## config.mk

```make
export PLATFORM = sky130hd
export DESIGN_NAME = haptic_pattern_sequencer
export DESIGN_NICKNAME = d
export VERILOG_FILES = /design/src/hdl/hps_pkg.sv /design/src/hdl/haptic_pattern_sequencer.sv
export SDC_FILE = /design/constraint.sdc
export NUM_CORES = 1
export LEC_CHECK = 0
export BUFFER_PORTS_ARGS = -buffer_cell sky130_fd_sc_hd__buf_2
export CAP_MARGIN = 40
export CORE_MARGIN = 1.5
export CORE_UTILIZATION = 50
export DETAILED_ROUTE_END_ITERATION = 8
export PLACE_DENSITY = 0.77
export SLEW_MARGIN = 20
export SYNTH_ARGS = -nofsm -noshare
export SYNTH_HDL_FRONTEND = slang
export SYNTH_SLANG_ARGS = --single-unit
```

## constraint.sdc

```tcl
create_clock -name clock -period 9.15 [get_ports clock]
set_clock_uncertainty 0.2 [all_clocks]
set_input_delay 2.745 -clock clock [delete_from_list [all_inputs] [get_ports clock]]
set_output_delay 2.745 -clock clock [all_outputs]
set_load 0.1 [all_outputs]
```

## src/hdl/hps_pkg.sv

```systemverilog
package hps_pkg;

   // item mode codes
   localparam logic MODE_TICK    = 1'b0;
   localparam logic MODE_TRIGGER = 1'b1;

   // pattern codes
   localparam logic [2:0] PAT_NONE   = 3'd0;
   localparam logic [2:0] PAT_TOGGLE = 3'd1;
   localparam logic [2:0] PAT_LOW    = 3'd2;
   localparam logic [2:0] PAT_BUILD  = 3'd3;
   localparam logic [2:0] PAT_HIGH   = 3'd4;

   // step phase codes
   localparam logic [1:0] PH_START = 2'd0;
   localparam logic [1:0] PH_RAMP  = 2'd1;
   localparam logic [1:0] PH_UP    = 2'd2;
   localparam logic [1:0] PH_DOWN  = 2'd3;

   // ramp table size, 2 to 128
   localparam int RAMP_BASE  = 16;
   localparam int RAMP_IDX_W = (RAMP_BASE > 1) ? $clog2(RAMP_BASE) : 1;
   localparam logic [7:0] RAMP_LIMIT = 8'(RAMP_BASE);

   // levels
   localparam logic [7:0] LEVEL_FLOOR   = 8'd75;
   localparam logic [7:0] LEVEL_TOGGLE  = 8'd200;
   localparam logic [7:0] LEVEL_UP_BASE = 8'd125;
   localparam logic [7:0] LEVEL_UP_TOP  = 8'd245;
   localparam logic [7:0] LEVEL_MAX     = 8'd255;
   localparam logic [7:0] LEVEL_LOW_END = 8'd100;
   localparam logic [7:0] LEVEL_BLD_END = 8'd145;
   localparam logic [7:0] LEVEL_PULSE   = 8'd150;
   localparam logic [7:0] LEVEL_HP_END  = 8'd10;
   localparam logic [7:0] STEP_10       = 8'd10;
   localparam logic [7:0] STEP_15       = 8'd15;

   // hold times, stored as ticks minus one
   localparam logic [6:0] HOLD_TOGGLE   = 7'd49;
   localparam logic [6:0] HOLD_LOW_RAMP = 7'd19;
   localparam logic [6:0] HOLD_LOW_UP   = 7'd14;
   localparam logic [6:0] HOLD_LOW_DN   = 7'd9;
   localparam logic [6:0] HOLD_BLD_RAMP = 7'd99;
   localparam logic [6:0] HOLD_BLD_STEP = 7'd24;
   localparam logic [6:0] HOLD_PULSE    = 7'd57;
   localparam logic [6:0] HOLD_HP_DN    = 7'd49;

   // pulses per burst and bursts per high-power run
   localparam logic [1:0] PULSES_PER_BURST = 2'd3;
   localparam logic [2:0] BURSTS           = 3'd5;

   typedef logic [7:0] ramp_table_type [RAMP_BASE];

   // ceil(255 * i / RAMP_BASE), evaluated at elaboration
   function automatic ramp_table_type build_ramp();
      ramp_table_type t;
      for (int i = 0; i < RAMP_BASE; i++) begin
         t[i] = 8'((255 * i + RAMP_BASE - 1) / RAMP_BASE);
      end
      return t;
   endfunction

   localparam ramp_table_type RAMP_TABLE = build_ramp();

   typedef struct packed {
      logic       mode;
      logic [2:0] pattern;
      logic       restart;
   } req_type;

   typedef struct packed {
      logic [7:0] drive_level;
      logic [2:0] pattern_now;
      logic       trigger_taken;
   } rsp_type;

endpackage

```

## src/hdl/haptic_pattern_sequencer.sv

```systemverilog
// channel   | direction | handshake             | payload
// req_      | in        | req_valid / req_ready | req_data (mode, pattern, restart)
// rsp_      | out       | rsp_valid / rsp_ready | rsp_data (drive_level, pattern_now,
//           |           |                       |           trigger_taken)
// csr_      | in        | csr_valid / csr_ready | csr_data (allow_low_levels)
//
// One item per cycle while rsp_ready does not stall: the step machine updates and the
// result register loads in the cycle the item transfers; the result is valid the cycle after.
// The result register is the only stage, so req_ready is high while it is empty or
// being drained in the same cycle.
// Reset (synchronous) clears the pattern state, the clamp enable and rsp_valid.
// csr_ready is always high.
module haptic_pattern_sequencer
   import hps_pkg::*;
(
   input  logic    clock,
   input  logic    reset,
   input  logic    req_valid,
   output logic    req_ready,
   input  req_type req_data,
   output logic    rsp_valid,
   input  logic    rsp_ready,
   output rsp_type rsp_data,
   input  logic    csr_valid,
   output logic    csr_ready,
   input  logic    csr_data
);

   logic       allow_low_ff;
   logic [2:0] active_ff, active_in;
   logic [1:0] phase_ff, phase_in;
   logic [7:0] loop_ff, loop_in;
   logic [2:0] burst_ff, burst_in;
   logic [1:0] pulse_ff, pulse_in;
   logic       tbit_ff, tbit_in;
   logic [6:0] wait_ff, wait_in;
   logic [7:0] level_ff, level_in;
   logic       rsp_valid_ff;
   rsp_type    rsp_data_ff, rsp_data_in;

   logic       req_xfer;
   logic [2:0] trig_pat;
   logic       taken;
   logic       do_emit;
   logic       do_finish;
   logic [7:0] emit_val;
   logic [6:0] emit_hold;
   logic [7:0] lv_inc, lv_up10, lv_dn10, lv_dn15;
   logic [1:0] pc_inc;
   logic [2:0] bc_inc;

   assign req_ready = !rsp_valid_ff || rsp_ready;
   assign req_xfer  = req_valid && req_ready;
   assign csr_ready = 1'b1;
   assign rsp_valid = rsp_valid_ff;
   assign rsp_data  = rsp_data_ff;

   assign trig_pat = (req_data.pattern > PAT_HIGH) ? PAT_NONE : req_data.pattern;
   assign lv_inc   = loop_ff + 8'd1;
   assign lv_up10  = loop_ff + STEP_10;
   assign lv_dn10  = loop_ff - STEP_10;
   assign lv_dn15  = loop_ff - STEP_15;
   assign pc_inc   = pulse_ff + 2'd1;
   assign bc_inc   = burst_ff + 3'd1;

   // step machine
   always_comb begin
      active_in = active_ff;
      phase_in  = phase_ff;
      loop_in   = loop_ff;
      burst_in  = burst_ff;
      pulse_in  = pulse_ff;
      tbit_in   = tbit_ff;
      wait_in   = wait_ff;
      level_in  = level_ff;
      taken     = 1'b0;
      do_emit   = 1'b0;
      do_finish = 1'b0;
      emit_val  = '0;
      emit_hold = '0;

      if (req_data.mode == MODE_TRIGGER) begin
         // trigger: select pattern, restart if changed or asked
         if (trig_pat == PAT_TOGGLE) begin
            loop_in = '0;
         end
         taken     = (active_ff != trig_pat) || req_data.restart;
         active_in = trig_pat;
         if (taken) begin
            level_in = '0;
            phase_in = PH_START;
            wait_in  = '0;
         end
      end else if (active_ff != PAT_NONE) begin
         if (wait_ff != '0) begin
            wait_in = wait_ff - 7'd1;
         end else begin
            case (active_ff)
               PAT_TOGGLE: begin
                  do_emit   = 1'b1;
                  emit_hold = HOLD_TOGGLE;
                  if (loop_ff == '0) begin
                     loop_in  = 8'd1;
                     emit_val = '0;
                  end else begin
                     loop_in  = '0;
                     emit_val = LEVEL_TOGGLE;
                  end
               end
               PAT_LOW, PAT_BUILD: begin
                  case (phase_ff)
                     PH_START: begin
                        loop_in   = '0;
                        phase_in  = PH_RAMP;
                        do_emit   = 1'b1;
                        emit_val  = RAMP_TABLE[0];
                        emit_hold = (active_ff == PAT_BUILD) ? HOLD_BLD_RAMP : HOLD_LOW_RAMP;
                     end
                     PH_RAMP: begin
                        do_emit = 1'b1;
                        if (lv_inc < RAMP_LIMIT) begin
                           loop_in   = lv_inc;
                           emit_val  = RAMP_TABLE[lv_inc[RAMP_IDX_W-1:0]];
                           emit_hold = (active_ff == PAT_BUILD) ? HOLD_BLD_RAMP
                                                                : HOLD_LOW_RAMP;
                        end else begin
                           loop_in   = LEVEL_UP_BASE;
                           phase_in  = PH_UP;
                           emit_val  = LEVEL_UP_BASE;
                           emit_hold = (active_ff == PAT_BUILD) ? HOLD_BLD_STEP : HOLD_LOW_UP;
                        end
                     end
                     PH_UP: begin
                        do_emit = 1'b1;
                        if (lv_up10 <= LEVEL_UP_TOP) begin
                           loop_in   = lv_up10;
                           emit_val  = lv_up10;
                           emit_hold = (active_ff == PAT_BUILD) ? HOLD_BLD_STEP : HOLD_LOW_UP;
                        end else begin
                           loop_in   = LEVEL_MAX;
                           phase_in  = PH_DOWN;
                           emit_val  = LEVEL_MAX;
                           emit_hold = (active_ff == PAT_BUILD) ? HOLD_BLD_STEP : HOLD_LOW_DN;
                        end
                     end
                     default: begin
                        // falling leg: build loops back, low power ends
                        if (active_ff == PAT_BUILD) begin
                           do_emit   = 1'b1;
                           emit_hold = HOLD_BLD_STEP;
                           if (lv_dn10 >= LEVEL_BLD_END) begin
                              loop_in  = lv_dn10;
                              emit_val = lv_dn10;
                           end else begin
                              loop_in  = LEVEL_UP_BASE;
                              phase_in = PH_UP;
                              emit_val = LEVEL_UP_BASE;
                           end
                        end else begin
                           loop_in = lv_dn15;
                           if (lv_dn15 > LEVEL_LOW_END) begin
                              do_emit   = 1'b1;
                              emit_val  = lv_dn15;
                              emit_hold = HOLD_LOW_DN;
                           end else begin
                              do_finish = 1'b1;
                           end
                        end
                     end
                  endcase
               end
               PAT_HIGH: begin
                  case (phase_ff)
                     PH_START: begin
                        burst_in  = '0;
                        pulse_in  = '0;
                        phase_in  = PH_RAMP;
                        tbit_in   = 1'b1;
                        do_emit   = 1'b1;
                        emit_val  = LEVEL_PULSE;
                        emit_hold = HOLD_PULSE;
                     end
                     PH_RAMP: begin
                        do_emit = 1'b1;
                        if (pc_inc < PULSES_PER_BURST) begin
                           // next pulse of the burst alternates 150 and 255
                           pulse_in  = pc_inc;
                           tbit_in   = !tbit_ff;
                           emit_val  = tbit_ff ? LEVEL_MAX : LEVEL_PULSE;
                           emit_hold = HOLD_PULSE;
                        end else begin
                           pulse_in = '0;
                           burst_in = bc_inc;
                           if (bc_inc < BURSTS) begin
                              tbit_in   = 1'b1;
                              emit_val  = LEVEL_PULSE;
                              emit_hold = HOLD_PULSE;
                           end else begin
                              loop_in   = LEVEL_MAX;
                              phase_in  = PH_UP;
                              emit_val  = LEVEL_MAX;
                              emit_hold = HOLD_HP_DN;
                           end
                        end
                     end
                     PH_UP: begin
                        loop_in = lv_dn10;
                        if (lv_dn10 >= LEVEL_HP_END) begin
                           do_emit   = 1'b1;
                           emit_val  = lv_dn10;
                           emit_hold = HOLD_HP_DN;
                        end else begin
                           do_finish = 1'b1;
                        end
                     end
                     default: do_finish = 1'b1;
                  endcase
               end
               default: ;
            endcase
         end
      end

      // new level with dead-zone clamp
      if (do_emit) begin
         wait_in = emit_hold;
         if (emit_val != '0 && emit_val < LEVEL_FLOOR && !allow_low_ff) begin
            level_in = LEVEL_FLOOR;
         end else begin
            level_in = emit_val;
         end
      end

      // one-shot pattern end
      if (do_finish) begin
         active_in = PAT_NONE;
         phase_in  = PH_START;
         wait_in   = '0;
         level_in  = '0;
      end

      rsp_data_in.drive_level   = level_in;
      rsp_data_in.pattern_now   = active_in;
      rsp_data_in.trigger_taken = taken;
   end

   // state and clamp enable
   always_ff @(posedge clock) begin
      if (reset) begin
         allow_low_ff <= 1'b0;
         active_ff    <= PAT_NONE;
         phase_ff     <= PH_START;
         loop_ff      <= '0;
         burst_ff     <= '0;
         pulse_ff     <= '0;
         tbit_ff      <= 1'b0;
         wait_ff      <= '0;
         level_ff     <= '0;
      end else begin
         if (csr_valid && csr_ready) begin
            allow_low_ff <= csr_data;
         end
         if (req_xfer) begin
            active_ff <= active_in;
            phase_ff  <= phase_in;
            loop_ff   <= loop_in;
            burst_ff  <= burst_in;
            pulse_ff  <= pulse_in;
            tbit_ff   <= tbit_in;
            wait_ff   <= wait_in;
            level_ff  <= level_in;
         end
      end
   end

   // result register
   always_ff @(posedge clock) begin
      if (reset) begin
         rsp_valid_ff <= 1'b0;
      end else if (req_xfer) begin
         rsp_valid_ff <= 1'b1;
      end else if (rsp_ready) begin
         rsp_valid_ff <= 1'b0;
      end
   end

   always_ff @(posedge clock) begin
      if (req_xfer) begin
         rsp_data_ff <= rsp_data_in;
      end
   end

   // a tick transfer never reports a taken trigger
   a_tick_not_taken: assert property (@(posedge clock) disable iff (reset)
      req_xfer && req_data.mode == MODE_TICK |=> !rsp_data.trigger_taken)
      else $error("tick reported a taken trigger");

   // a taken trigger zeroes the level
   a_taken_zero: assert property (@(posedge clock) disable iff (reset)
      rsp_valid && rsp_data.trigger_taken |-> rsp_data.drive_level == '0)
      else $error("taken trigger left a nonzero level");

   // no active pattern means the motor is off
   a_idle_off: assert property (@(posedge clock) disable iff (reset)
      rsp_valid && rsp_data.pattern_now == PAT_NONE |-> rsp_data.drive_level == '0)
      else $error("level driven with no pattern");

   // reported pattern is always a known code
   a_pat_range: assert property (@(posedge clock) disable iff (reset)
      rsp_valid |-> rsp_data.pattern_now <= PAT_HIGH)
      else $error("unknown pattern code reported");

endmodule

```

== Word level (Yosys, flattened, before mapping) ==
Memories as Yosys holds them, arrays and structs flattened.
Index checks and enable logic that the tools add are counted.

* Register bits after elaboration: 48
* Bits in read-only memories: 128
* Input bits: 11
* Output and inout bits: 15
* Logic and storage cells: 190
* Memories kept: 1

* Add/sub/neg operators: 7
* Order comparisons: 10
* Equality and inequality tests: 25
* Mux-type cells: 101
* Bitwise operators: 3
* Reduce and logical (&&, ||, !) cells: 30

{| class="wikitable"
|+ Memories
! memory !! words !! width !! rd ports !! clocked after memory_dff !! wr ports !! RTL line !! source
|-
| (name not given) || 16 || 8 || 1 || 0 || 0 || haptic_pattern_sequencer.sv:123 || <nowiki>emit_val = RAMP_TABLE[lv_inc[RAMP_IDX_W-1:0]];</nowiki>
|}

{| class="wikitable"
|+ Operators with widths
! cell !! count
|-
| 8-bit 2-to-1 mux || 25
|-
| 8-bit one-hot mux with 3 select lines || 5
|-
| 7-bit 2-to-1 mux || 14
|-
| 7-bit one-hot mux with 3 select lines || 2
|-
| 2-bit 2-to-1 mux || 12
|-
| 5-bit 2-to-1 mux || 4
|-
| 5-bit inequality test (second input constant) || 4
|-
| 1-bit 2-to-1 mux || 19
|-
| 6-bit one-hot mux with 3 select lines || 1
|-
| 8-bit one-hot mux with 2 select lines || 1
|-
| 4-bit nonzero test || 4
|-
| 8-bit by 4-bit subtractor with 8-bit output (second input constant) || 2
|-
| 7-bit inequality test (second input constant) || 2
|-
| 7-bit AND reduction || 2
|-
| 3-bit 2-to-1 mux || 4
|-
| 4-bit 2-to-1 mux || 3
|-
| 2-bit one-hot mux with 2 select lines || 3
|-
| 12-bit AND reduction || 1
|-
| 8-bit by 1-bit adder with 8-bit output (second input constant) || 1
|-
| 8-bit by 4-bit adder with 8-bit output (second input constant) || 1
|-
| 8-bit by 4-bit >= comparator with 1-bit output (second input constant) || 1
|-
| 8-bit >= comparator (second input constant) || 1
|-
| 8-bit by 7-bit > comparator with 1-bit output (second input constant) || 1
|-
| 8-bit less-or-equal comparator (second input constant) || 1
|-
| 44 further kinds || 62
|}

== Depth between registers and ports, before layout ==
Gate-level depths: netlist (run 1).

* Word-level depth: 17
* Mapped depth: 14

== Worst setup path after synthesis (run 1) ==
OpenSTA, ideal clock, no wires.

* Path kind: input to output
* Start point: input port rsp_ready
* End point: output port req_ready
* Arrival time: 3,530 ps
* Path slack: 2,675 ps
* Stages on the path: 1
* Cell sequence: nand2b_1

* Cells in the longest elaborated chain, start to end: 1

{| class="wikitable"
|+ RTL lines
! element !! RTL line !! source
|-
| from (decl) || haptic_pattern_sequencer.sv:22 || <nowiki>input logic rsp_ready,</nowiki>
|-
| 1-bit logical OR || haptic_pattern_sequencer.sv:52 || <nowiki>assign req_ready = !rsp_valid_ff || rsp_ready;</nowiki>
|-
| to (decl) || haptic_pattern_sequencer.sv:19 || <nowiki>output logic req_ready,</nowiki>
|}

No other way between the ends.

== Worst setup path in the final report (run 1) ==
Same ends and word-level chain as after synthesis.

==> flow_metrics.tcl, run 1 <==
set metrics [dict create \
    status "finished clean" \
    synth_seq_area_share_pct 25.54 \
    ys_types 86 \
    reg2reg_depth 10 \
    port_buffers 24 \
    drive_gt1_share_pct 12.70 \
    numCtsBuffers 5 \
    finalSetupViolations 0 \
    ctsResizeCount 0 \
    cts_tree "yes" \
    maxCapViolCount 0 \
    end_kind "primary output" \
    syn_to_final_growth_pct 6.060 \
    grt-ovfl-total 0 \
    setup_slack_ps 2818 \
    hp-class "flip-flop to flip-flop" \
    hold_buffers 0 \
    num_rows 33 \
    final_nets 579 \
    power_density_nw_per_um2 134.8 \
    clock-sinks 48 \
    dp_slack_ps 2816 \
    busiest_layer "met2" \
    post_cts_buffers 0 \
    drtIter0Drc 538 \
    synthAdderAreaFrac_pct 2.956 \
    n_fill_cell 791 \
    wl_um 13130 \
    clk_path_buf_depth 2 \
    synthXorXnorAreaFrac_pct 4.109 \
    diodes 0 \
    min_path_cells 2 \
    hold_viol 0 \
    min_from "level_ff[4]$_SDFFE_PP0P_" \
    syn_area_per_cell_um2 7.545 \
    critPathRequiredTime_ps 6210 \
    drt_drc_violations_left 0 \
    core_region_area_um2 8217 \
    r2r_setup_slack_ps 4590 \
    dieArea_um2 9027 \
    internal-power_mw 0.3875 \
    insertion_delay_ps 320 \
    pwr-share-clk_pct 31.4 \
    path_clk_slew_ps 100 \
    dp.final_hpwl_um 9291 \
    vdd_drop_max_mv 0.06931 \
    synth_compound_area_share_pct 34.05 \
    synth_warnings 0 \
    use_met2_pct 47.20 \
    async_reset_ff_share_pct 0 \
    synth_nets 582 \
    worst_pin_slew_ps 802.7 \
    critPathArrivalTime_ps 3390 \
    cp_max_fo 3 \
    cp-start-kind "input pin" \
    synth-simple-area-share_pct 26.13 \
    tns_ps 0 \
    cts_max_level 2 \
    gp_congestion 1.008 \
    die_h_um 95.01 \
    hold_path_end "level_ff[4]$_SDFFE_PP0P_" \
    use_met3_pct 5.662 \
    synth.largest_area_cell "dfxtp_1" \
    placed_cell_area_um2 4329 \
    period_share_pct 69.21 \
    vias 4554 \
    grt_antenna_before_repair 0 \
    max_freq_mhz 157.9 \
    synth_flop_cell "dfxtp_1" \
    grt_first_pass_wirelength_um 20930 \
    wl_per_cell_um 19.78 \
    slew_headroom_pct 45.92 \
    use_met1_pct 39.16 \
    die_w_um 95.01 \
    synth_area_leaders "dfxtp_1 17%, edfxtp_1 8.5%, a21oi_1 6.7%" \
    timing.rr.end "rsp_data[4]$_DFFE_PP_" \
    fin_cells 664 \
    synth_cells 561 \
    drt-vias-per-instance 6.858 \
    rsz0062_at_grt "no" \
    combinationalPowerShare_pct 28.9 \
    switchingPower_mw 0.2179 \
    io_pins 26 \
    grt_pass1_vias 4106 \
    crit_type "input pin to primary output" \
    period_minus_slack_ps 6332 \
    swShare_pct 35.99 \
    grt_max_degree 33 \
    p_leak_nw 1.541 \
    ant_nets 0 \
    maxSlewViolCount 0 \
    p_seq_share_pct 39.7 \
    netlist_area_um2 4233 \
    synth_top_area_share_pct 17.03 \
    synth_top_family_by_area "compound AO/OA/AOI/OAI gates" \
    drt_pass1_iterations 5 \
    initial_core_util_pct 51.52 \
    dp_cells 654 \
    r2r_start "loop_ff[1]$_SDFFE_PP0P_" \
    power_mw 0.6053 \
    synth_enable_flop_cells 12 \
    finalInstanceArea_um2 4489 \
    track_usage_pct 29.58 \
    cts-root-buf "clkbuf_8" \
    synthMuxAreaShare_pct 1.242 \
    synth-seq-cells 48 \
]
-- registers in the layout (all words and copies together) (netlist names) --
signal / flops
level_ff: 8
rsp_data: 12
active_ff: 3
burst_ff: 3
wait_ff: 7
pulse_ff: 2
loop_ff: 8
rsp_valid: 1
allow_low_ff: 1
phase_ff: 2
tbit_ff: 1
-- how the worst max path moves through the flow --
stage	slack [ps]	start	to
3_5_place_dp	2820	rsp_ready	req_ready
6_report	2820	rsp_ready	req_ready
2_1_floorplan	2680	rsp_ready	req_ready
4_1_cts	2820	rsp_ready	req_ready
3_3_place_gp	2840	rsp_ready	req_ready
5_1_grt	2800	rsp_ready	req_ready
-- power groups by stage --
stage	Sequential (mW)	Combinational, mW	Clock [mW]
2_1_floorplan	0.268	0.110	0
3_3_place_gp	0.244	0.165	0
3_5_place_dp	0.245	0.168	0
4_1_cts	0.240	0.169	0.192
5_1_grt	0.242	0.186	0.199
6_report	0.240	0.175	0.190
-- stage by stage --
stage          hold slack, ps  util [%]
2_1_floorplan           232.2         -
3_3_place_gp            241.2     52.60
3_5_place_dp            252.8     52.69
4_1_cts                 266.8     54.36
5_1_grt                 287.3     54.64
6_report                267.2     54.64
-- logic make-up after synthesis --
family | after synthesis
simple gates | 215
buf+inv | 57
fa+ha+maj | 10
mux | 5
flops | 48
other cells | 1
compound gates | 206
xor+xnor | 19
-- cell usage after synthesis, types with 3 or more instances --
cell / n
a2111oi_2: 3
a211oi_1: 7
a21o_1: 6
a21oi_1: 57
a22o_1: 3
a22oi_1: 4
a31oi_1: 4
a32oi_1: 5
and2_1: 3
and3_1: 9
buf_2: 10
clkbuf_1: 26
dfxtp_1: 36
edfxtp_1: 12
ha_1: 10
inv_1: 15
mux2i_1: 3
nand2_1: 49
nand2b_1: 8
nand3_1: 21
nand3b_1: 4
nand4_1: 6
nor2_1: 50
nor2b_1: 12
nor3_1: 23
nor4_1: 5
o2111ai_1: 6
o21a_1: 5
o21ai_0: 42
o21ai_1: 6
o221ai_1: 4
o22ai_1: 7
o31ai_1: 4
or2_2: 3
or3_1: 7
or4_1: 4
xnor2_1: 9
xor2_1: 9
-- layer usage --
layer / vias to the layer above / wire length [um]
met2: 255 / 5970
li1: 2105 / -
met1: 2145 / 5614
met5: - / 0
met3: 49 / 1115
met4: 0 / 430
-- placed cells by master (no fill, tap or decap), types with 10 or more instances in the layout --
cell and count:
dfxtp_1 36, buf_2 24, nand3_1 21, edfxtp_1 12, nand2_1 49, a21oi_1 57, nor2_1 50, inv_1 15
nor3_1 23, o21ai_0 42, nor2b_1 12, ha_1 10
-- worst max-delay path: stages --
cell and delay [ps]:
buf_2 70, nand2b_1 130, buf_2 440
-- layout make-up --
class	instances	area, um2	area share (%)
clock buffers	5	68.82	1.533
clock inverters	3	68.82	1.533
inverters	17	63.81	1.421
multi-input cells	456	2903	64.66
flip-flops and latches	48	1081	24.08
well taps	105	131.4	2.926
repair buffers	30	172.7	3.846
Note: power is estimated with default switching activity, not from simulation.
==> run 2: changes to the inputs <==
==> constraint.sdc (replaced) <==
create_clock -name clock -period 6.5 [get_ports clock]
set_clock_uncertainty 0.2 [all_clocks]
set_input_delay 1.95 -clock clock [delete_from_list [all_inputs] [get_ports clock]]
set_output_delay 1.95 -clock clock [all_outputs]
set_load 0.1 [all_outputs]
==> run 2 against run 1 <==
Global-route usage shrank 0.57 points. Sequential cell count is the same. Non-clock buffer count grew 2. Total power grew 40%. Largest cell class unchanged.
==> flow_metrics.tcl, run 2 (synthesis results as in run 1) <==
set metrics [dict create \
    core_region_area_um2 8217 \
    clk_path_buf_depth 2 \
    whs_ps 267.5 \
    rsz0062_at_grt "no" \
    drive_gt1_share_pct 13.01 \
    status "finished clean" \
    cts-root-buf "clkbuf_8" \
    io_pins 26 \
    reg2reg_depth 10 \
    hold_buffers 0 \
    internal-power_mw 0.5457 \
    combinationalPowerShare_pct 28.9 \
    period_share_pct 73.03 \
    cp_max_fo 3 \
    p_seq_share_pct 39.9 \
    maxCapViolCount 0 \
    cp-start-kind "input pin" \
    power_density_nw_per_um2 188.4 \
    swShare_pct 35.60 \
    grt-ovfl-total 0 \
    dieArea_um2 9027 \
    drt_drc_violations_left 0 \
    power_mw 0.8473 \
    grt_max_degree 33 \
    insertion_delay_ps 310 \
    ant_nets 0 \
    largest_register_ffs 12 \
    top_register "rsp_data" \
    diodes 0 \
    r2r_setup_slack_ps 2010 \
    r2r_start "loop_ff[1]$_SDFFE_PP0P_" \
    slew_headroom_pct 41.11 \
    period_minus_slack_ps 4747 \
    min_from "level_ff[4]$_SDFFE_PP0P_" \
    hold_path_end "level_ff[4]$_SDFFE_PP0P_" \
    cts_tree "yes" \
    final_common_cell "a21oi_1" \
    post_cts_buffers 0 \
    drt_pass1_iterations 6 \
    worst_pin_slew_ps 874.1 \
    final_cell_mix "57 x a21oi_1, 50 x nor2_1, 49 x nand2_1" \
    critPathArrivalTime_ps 2600 \
    drtIter0Drc 383 \
    dp.final_hpwl_um 9371 \
    pwr-share-clk_pct 31.2 \
    p_leak_nw 1.548 \
    n_fill_cell 787 \
    end_kind "primary output" \
    cts_max_level 2 \
    max_freq_mhz 210.7 \
    track_usage_pct 29.01 \
    wl_um 13040 \
    num_rows 33 \
    hold_viol 0 \
    clock-sinks 48 \
    hp-class "flip-flop to flip-flop" \
    vias 4522 \
    tns_ps 0 \
    switchingPower_mw 0.3016 \
    wl_per_cell_um 19.57 \
    reg_top3 "rsp_data x12, level_ff x8, loop_ff x8" \
    grt_antenna_before_repair 0 \
    port_buffers 24 \
    final_nets 581 \
    ctsResizeCount 0 \
    gp_congestion 0.9686 \
    numCtsBuffers 5 \
    timing.rr.end "rsp_data[7]$_DFFE_PP_" \
    vdd_drop_max_mv 0.09454 \
    maxSlewViolCount 0 \
    grt_pass1_vias 4012 \
    die_h_um 95.01 \
    crit_type "input pin to primary output" \
    syn_to_final_growth_pct 6.237 \
    critPathRequiredTime_ps 4350 \
    die_w_um 95.01 \
    path_clk_slew_ps 90 \
    grt_first_pass_wirelength_um 20590 \
    finalSetupViolations 0 \
    initial_core_util_pct 51.52 \
    min_path_cells 2 \
    drt-vias-per-instance 6.790 \
]
==> run 2: power groups by stage <==
stage	Sequential (mW)	Combinational, mW	Clock, mW
2_1_floorplan	0.377	0.155	0
3_3_place_gp	0.343	0.234	0
3_5_place_dp	0.344	0.238	0
4_1_cts	0.337	0.239	0.268
5_1_grt	0.340	0.262	0.279
6_report	0.338	0.245	0.265
==> run 2: metal layers <==
| metal | global-route usage, % | routed length (um) | up-vias |
|---|---|---|---|
| met1 | 37.60 | 5418 | 2106 |
| met5 | 0 | 0 | - |
| met4 | 10.70 | 331 | 0 |
| met2 | 47.38 | 6046 | 269 |
| li1 | - | - | 2106 |
| met3 | 5.901 | 1239 | 41 |
==> run 2: area by class of cell <==
class / instances / area (um2) / share of cell area, %
Inverter: 17 / 63.81 / 1.419
Clock inverter: 3 / 68.82 / 1.530
Multi-Input combinational cell: 456 / 2903 / 64.55
Tap cell: 105 / 131.4 / 2.922
Timing Repair Buffer: 32 / 180.2 / 4.007
Clock buffer: 5 / 68.82 / 1.530
Sequential cell: 48 / 1081 / 24.04
==> run 2: how the worst max path moves through the flow <==
stage	start	endpoint	slack, ps	cells past startpoint
after floorplan	rsp_ready	req_ready	1620	1
after global placement	rsp_ready	req_ready	1780	3
after detailed placement	rsp_ready	req_ready	1760	3
after CTS	rsp_ready	req_ready	1750	3
after global routing	rsp_ready	req_ready	1710	3
final	rsp_ready	req_ready	1750	3
==> run 2: through the flow <==
step	std cells	worst slack, ps	utilization [%]	area [um2]
floorplan	561	1615	-	4233
CTS	665	1754	54.64	4489
finish	666	1753	54.73	4497
global placement	656	1779	52.87	4344
detailed placement	657	1757	52.96	4352
global route	666	1708	54.73	4497
==> run 2: worst max-delay path, stage by stage <==
cell	delay, ps
buf_2	70
nand2b_1	130
buf_2	440
==> run 3: changes to the inputs <==
==> constraint.sdc (replaced) <==
create_clock -name clock -period 4.7 [get_ports clock]
set_clock_uncertainty 0.2 [all_clocks]
set_input_delay 1.41 -clock clock [delete_from_list [all_inputs] [get_ports clock]]
set_output_delay 1.41 -clock clock [all_outputs]
set_load 0.1 [all_outputs]
==> run 3 against run 2 <==
Final area up 1.0%. Clock power up 47%. Count of clock-buffer cells in the layout unchanged. First-iteration DRC count up 72%. Hold slack better by 2.1 ps. Sequential power up 38%. Critical path type is now flip-flop to flip-flop.
==> flow_metrics.tcl, run 3 (synthesis results as in run 1) <==
set metrics [dict create \
    status "finished clean" \
    cts_max_level 2 \
    grt_pass1_vias 4420 \
    final_nets 587 \
    cp_max_fo 14 \
    final_common_cell "a21oi_1" \
    n_fill_cell 804 \
    ctsResizeCount 0 \
    insertion_delay_ps 320 \
    drive_gt1_share_pct 13.93 \
    grt_antenna_before_repair 0 \
    wl_um 13880 \
    max_freq_mhz 231.6 \
    core_region_area_um2 8217 \
    die_w_um 95.01 \
    cts-root-buf "clkbuf_8" \
    use_met1_pct 38.70 \
    final_cell_mix "57 x a21oi_1, 50 x nor2_1, 49 x nand2_1" \
    dp_slack_ps 588.0 \
    hp-class "flip-flop to flip-flop" \
    busiest_layer "met2" \
    tns_ps 0 \
    grt_first_pass_wirelength_um 21800 \
    setup_slack_ps 382.8 \
    grt-ovfl-total 0 \
    gp_congestion 1.054 \
    maxSlewViolCount 0 \
    cp-start-kind "flip-flop" \
    critPathRequiredTime_ps 4540 \
    initial_core_util_pct 51.52 \
    hold_buffers 0 \
    largest_register_ffs 12 \
    post_cts_buffers 0 \
    diodes 0 \
    clk_path_buf_depth 2 \
    rsz0062_at_grt "no" \
    vias 4664 \
    drt-vias-per-instance 6.940 \
    slew_headroom_pct 44.75 \
    critPathArrivalTime_ps 4160 \
    clock-sinks 48 \
    syn_to_final_growth_pct 7.301 \
    cts_tree "yes" \
    wl_per_cell_um 20.65 \
    grt_max_degree 33 \
    placed_cell_area_um2 4404 \
    end_kind "flip-flop" \
    ant_nets 0 \
    drt_drc_violations_left 0 \
    crit_chain "ha_1 > and3_1 > a31o_2 > nand4_1 > o31a_1 > o311ai_1 > nor2_1 > and3_1 > a32oi_2 > a31oi_1" \
    numCtsBuffers 5 \
    maxCapViolCount 0 \
    p_leak_nw 1.577 \
    vdd_drop_max_mv 0.1614 \
    cpPeakStageDelay_ps 630 \
    port_buffers 24 \
    use_met3_pct 6.858 \
    die_h_um 95.01 \
    finalInstanceArea_um2 4542 \
    reg_top3 "rsp_data x12, level_ff x8, loop_ff x8" \
    dp.final_hpwl_um 9938 \
    worst_pin_slew_ps 820.2 \
    path_clk_slew_ps 120 \
    drtIter0Drc 660 \
    power_density_nw_per_um2 264.8 \
    period_minus_slack_ps 4317 \
    period_share_pct 91.86 \
    track_usage_pct 31.08 \
    dieArea_um2 9027 \
    power_mw 1.203 \
    crit_type "flip-flop to flip-flop" \
    num_rows 33 \
    cp_slowest_cell "dfxtp_1" \
    final_core_util_pct 55.28 \
    hold_viol 0 \
    top_register "rsp_data" \
    drt_pass1_iterations 7 \
    finalSetupViolations 0 \
    cp_common_cell "and3_1" \
    io_pins 26 \
    use_met2_pct 50.12 \
]
run 3: cell types whose count changed in the layout (fill, tap and decap cells not counted):
| cell | before | now |
|---|---|---|
| buf_4 | 8 | 14 |
run 3: final timing paths:
| kind | start | endpoint | slack, ps | cells past startpoint |
|---|---|---|---|---|
| worst max-delay path | loop_ff[1]$_SDFFE_PP0P_ | rsp_data[7]$_DFFE_PP_ | 380 | 10 |
| worst min-delay path | level_ff[4]$_SDFFE_PP0P_ | level_ff[4]$_SDFFE_PP0P_ | 270 | 2 |
| worst max register to register | loop_ff[1]$_SDFFE_PP0P_ | rsp_data[7]$_DFFE_PP_ | 380 | 10 |
| worst min register to register | level_ff[4]$_SDFFE_PP0P_ | level_ff[4]$_SDFFE_PP0P_ | 270 | 2 |
run 3: per-layer routing:
metal  vias up  routed length (um)
met1      2177                5583
met5         -                   0
met2       295                6265
met3        77                1326
met4         0                 701
li1       2115                   -
run 3: layout make-up:
cell class              instances  area, um2  area share [%]
well taps                     105      131.4           2.893
flip-flops and latches         48       1081           23.80
multi-input cells             456       2903           63.91
clock buffers                   5      68.82           1.515
repair buffers                 38      225.2           4.959
clock inverters                 3      68.82           1.515
inverters                      17      63.81           1.405
run 3: through the flow:
stage	instances	hold slack, ps
6_report	672	269.6
3_3_place_gp	664	241.2
5_1_grt	672	311.7
2_1_floorplan	561	232.2
4_1_cts	672	267.1
3_5_place_dp	664	251.8
run 3: power breakdown:
group          total [mW]  switching, mW  internal (mW)
clock               0.389          0.174          0.215
sequential          0.467         0.0229          0.444
combinational       0.347          0.248         0.0986
total                1.20          0.445          0.757
run 3: worst max-delay path, delay by kind of cell, from the launching register on:
| kind | cells | cell delay [ps] |
|---|---|---|
| AO/OA/AOI/OAI | 5 | 1540 |
| AND/OR/NAND/NOR | 4 | 1210 |
| flip-flops | 1 | 630 |
| adder cells (fa/ha/maj) | 1 | 460 |
